$ cat src/rtl/hcs_pkg.sv
`timescale 1ns / 1ps
// Hall commutation sequencer package: widths, register indexes, lookup tables, result type.
package hcs_pkg;

	localparam int HallW    = 3;
	localparam int StepW    = 3;
	localparam int PhaseW   = 2;
	localparam int PolW     = 3;
	localparam int LimitW   = 8;
	localparam int CountW   = 32;
	localparam int CfgIdxW  = 1;
	localparam int CfgDataW = 8;

	localparam logic [CfgIdxW-1:0] REG_REVERSE_DIRECTION    = 1'b0;
	localparam logic [CfgIdxW-1:0] REG_SEQUENCE_ERROR_LIMIT = 1'b1;

	localparam logic [LimitW-1:0] LIMIT_RESET = 8'd5;

	localparam logic [StepW-1:0] STEP_NONE  = 3'd0;
	localparam logic [StepW-1:0] STEP_FIRST = 3'd1;
	localparam logic [StepW-1:0] STEP_LAST  = 3'd6;

	typedef logic [HallW-1:0] hall_t;
	typedef logic [StepW-1:0] step_t;

	typedef struct packed {
		step_t              rotor_step;
		step_t              drive_step;
		logic [PhaseW-1:0]  pwm_phase;
		logic [PolW-1:0]    low_side_high;
		logic               hall_invalid;
		logic               sequence_fault;
		logic [CountW-1:0]  event_count;
	} result_t;

	// Hall code to rotor step, forward rotation
	function automatic step_t fwd_map(input hall_t code);
		step_t s;
		case (code)
			3'd1:    s = 3'd4;
			3'd2:    s = 3'd6;
			3'd3:    s = 3'd5;
			3'd4:    s = 3'd2;
			3'd5:    s = 3'd3;
			3'd6:    s = 3'd1;
			default: s = STEP_NONE;
		endcase
		return s;
	endfunction

	// Hall code to rotor step, backward rotation
	function automatic step_t bwd_map(input hall_t code);
		step_t s;
		case (code)
			3'd1:    s = 3'd1;
			3'd2:    s = 3'd3;
			3'd3:    s = 3'd2;
			3'd4:    s = 3'd5;
			3'd5:    s = 3'd6;
			3'd6:    s = 3'd4;
			default: s = STEP_NONE;
		endcase
		return s;
	endfunction

	function automatic logic [PhaseW-1:0] pwm_of_step(input step_t s);
		logic [PhaseW-1:0] p;
		case (s)
			3'd2, 3'd3: p = 2'd2;
			3'd4, 3'd5: p = 2'd1;
			default:    p = 2'd0;
		endcase
		return p;
	endfunction

	function automatic logic [PolW-1:0] pol_of_step(input step_t s);
		logic [PolW-1:0] p;
		case (s)
			3'd1, 3'd4: p = 3'd4;
			3'd2, 3'd5: p = 3'd1;
			3'd3, 3'd6: p = 3'd2;
			default:    p = 3'd0;
		endcase
		return p;
	endfunction

endpackage

$ cat src/rtl/hcs_core.sv
`timescale 1ns / 1ps
// Commutation core: step decode, sequence checker state, drive step and event counter.
module hcs_core (
	input  logic                        clk,
	input  logic                        arst_n,
	input  logic                        advance,
	input  hcs_pkg::hall_t              hall_code,
	input  logic                        check_enable,
	input  logic                        reverse_direction,
	input  logic [hcs_pkg::LimitW-1:0]  error_limit,
	output hcs_pkg::result_t            result
);
	import hcs_pkg::*;

	step_t              position_q, last_step_q;
	logic               last_valid_q;
	logic [LimitW-1:0]  miss_count_q;
	logic [CountW-1:0]  commutations_q;

	step_t              step, expect_step, position_d, last_step_d, drive;
	logic               invalid, seq_ok, valid_eff, last_valid_d, fault;
	logic [LimitW-1:0]  miss_eff, miss_bump, miss_d;
	logic [CountW-1:0]  count_d;

	always_comb begin
		step    = reverse_direction ? bwd_map(hall_code) : fwd_map(hall_code);
		invalid = (step == STEP_NONE);

		position_d = invalid ? position_q : step;

		// checking disabled restarts the checker
		valid_eff = check_enable & last_valid_q;
		miss_eff  = check_enable ? miss_count_q : '0;

		if (!reverse_direction)
			expect_step = (last_step_q == STEP_LAST) ? STEP_FIRST : last_step_q + 3'd1;
		else
			expect_step = (last_step_q == STEP_FIRST) ? STEP_LAST : last_step_q - 3'd1;
		seq_ok = (last_step_q >= STEP_FIRST) && (last_step_q <= STEP_LAST) &&
			!invalid && (step <= STEP_LAST) && (step == expect_step);

		last_step_d  = last_step_q;
		last_valid_d = 1'b1;
		miss_d       = miss_eff;
		fault        = 1'b0;
		miss_bump    = seq_ok ? '0 : miss_eff + 8'd1;
		if (!valid_eff) begin
			last_step_d = step;
		end else if (miss_bump < error_limit) begin
			last_step_d = step;
			miss_d      = miss_bump;
		end else begin
			miss_d       = '0;
			fault        = 1'b1;
			last_valid_d = seq_ok;
		end

		if (!reverse_direction)
			drive = (position_d >= STEP_LAST) ? STEP_FIRST : position_d + 3'd1;
		else
			drive = (position_d <= STEP_FIRST || position_d > STEP_LAST) ?
				STEP_LAST : position_d - 3'd1;

		count_d = commutations_q + 32'd1;

		result.rotor_step     = step;
		result.drive_step     = drive;
		result.pwm_phase      = pwm_of_step(drive);
		result.low_side_high  = pol_of_step(drive);
		result.hall_invalid   = invalid;
		result.sequence_fault = fault;
		result.event_count    = count_d;
	end

	always_ff @(posedge clk or negedge arst_n) begin
		if (!arst_n) begin
			position_q     <= STEP_NONE;
			last_step_q    <= STEP_NONE;
			last_valid_q   <= 1'b0;
			miss_count_q   <= '0;
			commutations_q <= '0;
		end else if (advance) begin
			position_q     <= position_d;
			last_step_q    <= last_step_d;
			last_valid_q   <= last_valid_d;
			miss_count_q   <= miss_d;
			commutations_q <= count_d;
		end
	end

endmodule

$ cat src/rtl/hall_commutation_sequencer.sv
`timescale 1ns / 1ps
// Hall commutation sequencer top level: config registers, input register, result register.
//
//   channel   signals                                   direction
//   input     in_valid, in_stall, hall_code,            beat in, stall out
//             check_enable
//   output    out_valid, out_stall, rotor_step, ...     beat out, stall in
//   config    cfg_we, cfg_index, cfg_data               write only
//
// One beat per clock sustained while out_stall is low. A beat lands in the
// input register, is decoded by one pass through the core while the checker
// state updates, and lands in the result register.
// Reset clears checker state, event count and valid flags; the limit resets to 5.
// The input register accepts a new beat whenever it is empty or moving on, so a
// held result only stalls the input once both registers are full.
module hall_commutation_sequencer (
	input  logic                           clk,
	input  logic                           arst_n,
	input  logic                           in_valid,
	output logic                           in_stall,
	input  hcs_pkg::hall_t                 hall_code,
	input  logic                           check_enable,
	output logic                           out_valid,
	input  logic                           out_stall,
	output hcs_pkg::step_t                 rotor_step,
	output hcs_pkg::step_t                 drive_step,
	output logic [hcs_pkg::PhaseW-1:0]     pwm_phase,
	output logic [hcs_pkg::PolW-1:0]       low_side_high,
	output logic                           hall_invalid,
	output logic                           sequence_fault,
	output logic [hcs_pkg::CountW-1:0]     event_count,
	input  logic                           cfg_we,
	input  logic [hcs_pkg::CfgIdxW-1:0]    cfg_index,
	input  logic [hcs_pkg::CfgDataW-1:0]   cfg_data
);
	import hcs_pkg::*;

	// configuration registers
	logic              reverse_direction_q;
	logic [LimitW-1:0] sequence_error_limit_q;

	always_ff @(posedge clk or negedge arst_n) begin
		if (!arst_n) begin
			reverse_direction_q    <= 1'b0;
			sequence_error_limit_q <= LIMIT_RESET;
		end else if (cfg_we) begin
			case (cfg_index)
				REG_REVERSE_DIRECTION:    reverse_direction_q    <= cfg_data[0];
				REG_SEQUENCE_ERROR_LIMIT: sequence_error_limit_q <= cfg_data[LimitW-1:0];
				default: ;
			endcase
		end
	end

	// input register
	logic    valid_s1;
	hall_t   hall_code_s1;
	logic    check_enable_s1;
	logic    advance;
	logic    take_in;

	// core result moves on when the result register is empty or being drained
	assign advance  = valid_s1 && (!out_valid || !out_stall);
	assign in_stall = valid_s1 && !advance;
	assign take_in  = in_valid && !in_stall;

	always_ff @(posedge clk or negedge arst_n) begin
		if (!arst_n)
			valid_s1 <= 1'b0;
		else if (take_in)
			valid_s1 <= 1'b1;
		else if (advance)
			valid_s1 <= 1'b0;
	end

	always_ff @(posedge clk) begin
		if (take_in) begin
			hall_code_s1    <= hall_code;
			check_enable_s1 <= check_enable;
		end
	end

	result_t result;

	hcs_core u_core (
		.clk               (clk),
		.arst_n            (arst_n),
		.advance           (advance),
		.hall_code         (hall_code_s1),
		.check_enable      (check_enable_s1),
		.reverse_direction (reverse_direction_q),
		.error_limit       (sequence_error_limit_q),
		.result            (result)
	);

	// result register
	logic    out_valid_q;
	result_t result_q;

	always_ff @(posedge clk or negedge arst_n) begin
		if (!arst_n)
			out_valid_q <= 1'b0;
		else if (advance)
			out_valid_q <= 1'b1;
		else if (!out_stall)
			out_valid_q <= 1'b0;
	end

	always_ff @(posedge clk) begin
		if (advance)
			result_q <= result;
	end

	assign out_valid      = out_valid_q;
	assign rotor_step     = result_q.rotor_step;
	assign drive_step     = result_q.drive_step;
	assign pwm_phase      = result_q.pwm_phase;
	assign low_side_high  = result_q.low_side_high;
	assign hall_invalid   = result_q.hall_invalid;
	assign sequence_fault = result_q.sequence_fault;
	assign event_count    = result_q.event_count;

endmodule
$ cat config.mk
export PLATFORM = sky130hd
export DESIGN_NAME = hall_commutation_sequencer
export DESIGN_NICKNAME = d
export VERILOG_FILES = /design/src/rtl/hcs_pkg.sv /design/src/rtl/hcs_core.sv /design/src/rtl/hall_commutation_sequencer.sv
export SDC_FILE = /design/constraint.sdc
export NUM_CORES = 1
export LEC_CHECK = 0
export BUFFER_PORTS_ARGS = -buffer_cell sky130_fd_sc_hd__buf_2
export CORE_MARGIN = 2
export CORE_UTILIZATION = 47
export CTS_CLUSTER_SIZE = 30
export DETAILED_ROUTE_END_ITERATION = 12
export PLACE_DENSITY = 0.66
export SYNTH_ARGS = -nofsm -noshare
export SYNTH_HDL_FRONTEND = slang
export SYNTH_SLANG_ARGS = --single-unit
$ cat constraint.sdc
create_clock -name clk -period 4.31 [get_ports clk]
set_input_delay 0.431 -clock clk [delete_from_list [all_inputs] [get_ports clk]]
set_output_delay 0.431 -clock clk [all_outputs]
set_load 0.005 [all_outputs]
==> flow_metrics.py <==
metrics = {
    "outcome": {
        "status": "finished, violations left",
        "violations": "DRC",
    },
    "power": {
        "comb_power_share": 0.221,
        "power_density_nw_per_um2": 429.0,
        "clkPwrFrac": 0.293,
        "switching_power_uw": 800.6,
        "leakagePower_nw": 2.821,
        "p_total_mw": 2.702,
        "pwr-share-seq": 0.486,
        "swShare": 0.2962,
        "vdd_drop_max_mv": 0.1927,
        "intPower_mw": 1.902,
    },
    "synthesis": {
        "syn_inst": 504,
        "synth_edf_count": 49,
        "synth.distinct_cells": 73,
        "yosys_warnings": 0,
        "yosys_most_used_dff": "dfrtp_1",
        "syn-cell-area_um2": 5577,
        "synth_top_area_frac": 0.2639,
        "ys_async_sr_fraction": 0.5421,
        "synthTopCellsByArea": "edfxtp_1, dfrtp_1, xnor2_1",
        "avgSynthCellArea_um2": 11.06,
        "seq_area_frac_synth": 0.5246,
        "synth-seq-cells": 107,
        "yosys.area.top_type": "edfxtp_1",
        "syn-num-nets": 539,
    },
    "floorplan": {
        "rows": 39,
        "die-area_um2": 12750,
        "fp.coreArea_um2": 11520,
        "ios": 65,
        "die_x_um": 112.9,
        "die_h_um": 112.9,
        "start_util": 0.4842,
    },
    "route": {
        "drt-vias-per-instance": 5.186,
        "drc_errors": 6,
        "dr_total_vias": 3703,
        "first_iter_violations": 157,
        "antenna_left": 0,
        "drtPass1Iterations": 8,
        "wire_per_inst_um": 13.92,
        "drt_wl_total_um": 9938,
    },
    "timing": {
        "finalSetupTns_ps": 0,
        "tightest_slew_ps": 746.4,
        "hold_viol_final": 0,
        "min_period_ps": 3999,
        "relSlewSlack": 0.5024,
        "final.period_utilization": 0.9278,
        "rsz0062_at_grt": "no",
        "slew_violations": 0,
        "fmax_mhz": 250.1,
        "finalSetupViolations": 0,
        "finClkSkew_ps": 12.21,
    },
    "clock_tree": {
        "clk_pin_slew_ps": 70,
        "post_cts_buffers": 0,
        "cts.sinks": 107,
        "clk_latency_ps": 350,
        "cts_made_buffers": 9,
        "cts-root-buf": "clkbuf_16",
        "clk_path_buf_depth": 2,
        "cts_tree": "yes",
        "cts_htree_levels": 3,
    },
    "setup_path": {
        "reg2reg_depth": 15,
        "cp_max_fo": 6,
        "crit_path_end": "u_core.last_step_q[0]",
        "cp-start-kind": "register",
        "rr_startpoint": "u_core.last_step_q[0]",
        "critical-path-max-stage-delay_ps": 450,
        "r2r_end": "u_core.last_step_q[0]",
        "critical_path.startpoint": "u_core.last_step_q[0]",
        "crit_chain": "inv_1 -> ha_1 -> nor2b_1 -> o31ai_1 -> a21oi_1 -> nand4b_2 -> o21ai_2 -> a21oi_1 -> ha_1 -> nand2_1 -> o21ai_0 -> o21bai_1 -> or3_1 -> o2bb2ai_1 -> and3b_1",
        "critPathKind": "reg -> reg",
        "slowest_stage": "dfrtp_1",
        "end_kind": "register",
        "reg2reg_setup_slack_ps": 310,
        "arrival_ps": 4250,
        "critPathRequiredTime_ps": 4560,
    },
    "placement": {
        "gp_congestion": 0.8616,
        "numPortBuffers": 64,
        "placed_area_um2": 6003,
        "dp_hpwl_um": 7057,
    },
    "finish": {
        "diodes": 0,
        "final_common_cell": "buf_2",
        "final_area_um2": 6300,
        "syn_to_final_growth_pct": 12.97,
        "mostFrequentLayoutCells": "buf_2, dfrtp_1, nand2_1",
        "layout.nets": 601,
        "drive_gt1_frac": 0.2189,
    },
    "global_routing": {
        "grt_pass1_vias": 3625,
        "grt_max_degree": 59,
        "grt_antenna_before_repair": 0,
        "track_usage": 0.1669,
        "grt_pass1_wl_um": 17160,
        "grt-ovfl-total": 0,
    },
    "hold_path": {
        "min_path_type": "in -> async",
    },
    "run": {
        "cap_viol_max_count": 0,
    },
}
-- metrics by stage --
step	utilization	std cells	hold slack, ps	worst slack (ps)
finish	0.5470	714	223.4	311.2
global route	0.5470	714	238.5	16.41
CTS	0.5461	714	239.8	202.2
detailed placement	0.5213	698	483.4	235.2
global placement	0.5213	698	476.7	420.9
floorplan	-	504	135.4	836.5
-- final cells by class --
type | instances | area [um2]
clock inverter | 6 | 46.29
sequential | 107 | 2925
clock buffer | 10 | 239.0
timing repair buffer | 69 | 357.8
tap | 143 | 178.9
inverter | 24 | 90.09
fill | 1002 | 5216
multi-input combinational | 355 | 2462
-- worst max-delay path: cells and delay by family (launching register included) --
family / cells / cell delay, ps
and+or+nand+nor: 5 / 1090
adders and majority gates: 2 / 600
AOI/OAI and AO/OA: 7 / 1620
DFF: 1 / 450
buffers and inverters: 1 / 130
-- worst min-delay path by stage --
stage,from,endpoint,slack (ps),cells past startpoint
floorplan,arst_n,out_valid,140,0
global placement,u_core.commutations_q[31],u_core.commutations_q[31],480,1
detailed placement,u_core.commutations_q[31],u_core.commutations_q[31],480,1
CTS,hall_code[0],hall_code_s1[0],240,1
global route,hall_code[1],hall_code_s1[1],240,1
finish,arst_n,valid_s1,220,2
-- kinds of logic (layout without fill, tap and decap cells) --
logic type | count (synthesis) | in the layout | synth area share
fa+ha+maj | 17 | 17 | 0.03814
simple gates | 192 | 192 | 0.1795
mux | 12 | 12 | 0.02468
xor+xnor | 66 | 66 | 0.1050
buf+inv | 42 | 109 | 0.03590
compound gates | 68 | 68 | 0.09222
flops | 107 | 107 | 0.5246
-- state kept, by name, summed over array words and instances (netlist names) --
signal	count
event_count	32
u_core.commutations_q	32
sequence_error_limit_q	8
u_core.miss_count_q	8
drive_step	3
hall_code_s1	3
low_side_high	3
rotor_step	3
u_core.last_step_q	3
u_core.position_q	3
pwm_phase	2
check_enable_s1	1
hall_invalid	1
out_valid	1
reverse_direction_q	1
sequence_fault	1
u_core.last_valid_q	1
valid_s1	1
-- metal layers --
layer,global-route usage,share of wire,vias up
met5,0,0,-
li1,-,-,1883
met4,0.05854,0.017,0
met3,0.03964,0.043,14
met2,0.2687,0.46,75
met1,0.2232,0.48,1731
-- Yosys cell counts, types with 5 or more instances --
| cell type | number |
|---|---|
| a21oi_1 | 18 |
| o21ai_0 | 9 |
| nand2_1 | 51 |
| edfxtp_1 | 49 |
| nand3_1 | 21 |
| or3_1 | 5 |
| dfrtp_1 | 56 |
| nor3_1 | 12 |
| mux2_2 | 10 |
| buf_2 | 7 |
| nand4_1 | 5 |
| xnor2_1 | 34 |
| inv_1 | 24 |
| ha_1 | 17 |
| and2_1 | 6 |
| nand2b_1 | 8 |
| nor2_1 | 43 |
| nor2b_1 | 10 |
| and3_1 | 6 |
| xor2_1 | 31 |
-- power groups by stage --
stage                     Clock, mW  Sequential (mW)  Combinational (mW)
final                         0.792             1.31               0.596
after detailed placement          0             1.34               0.590
after global routing          0.854             1.33               0.668
after global placement            0             1.33               0.571
after floorplan                   0             1.31               0.445
after CTS                     0.810             1.31               0.594
-- what timing repair did --
action                                 4_1_cts  5_1_grt
endpoints found under the hold margin        0        0
hold buffers                                 0        0
resized for setup                            0        4
setup endpoints to repair                    0        7
Note: power is estimated with default switching activity, not from simulation.
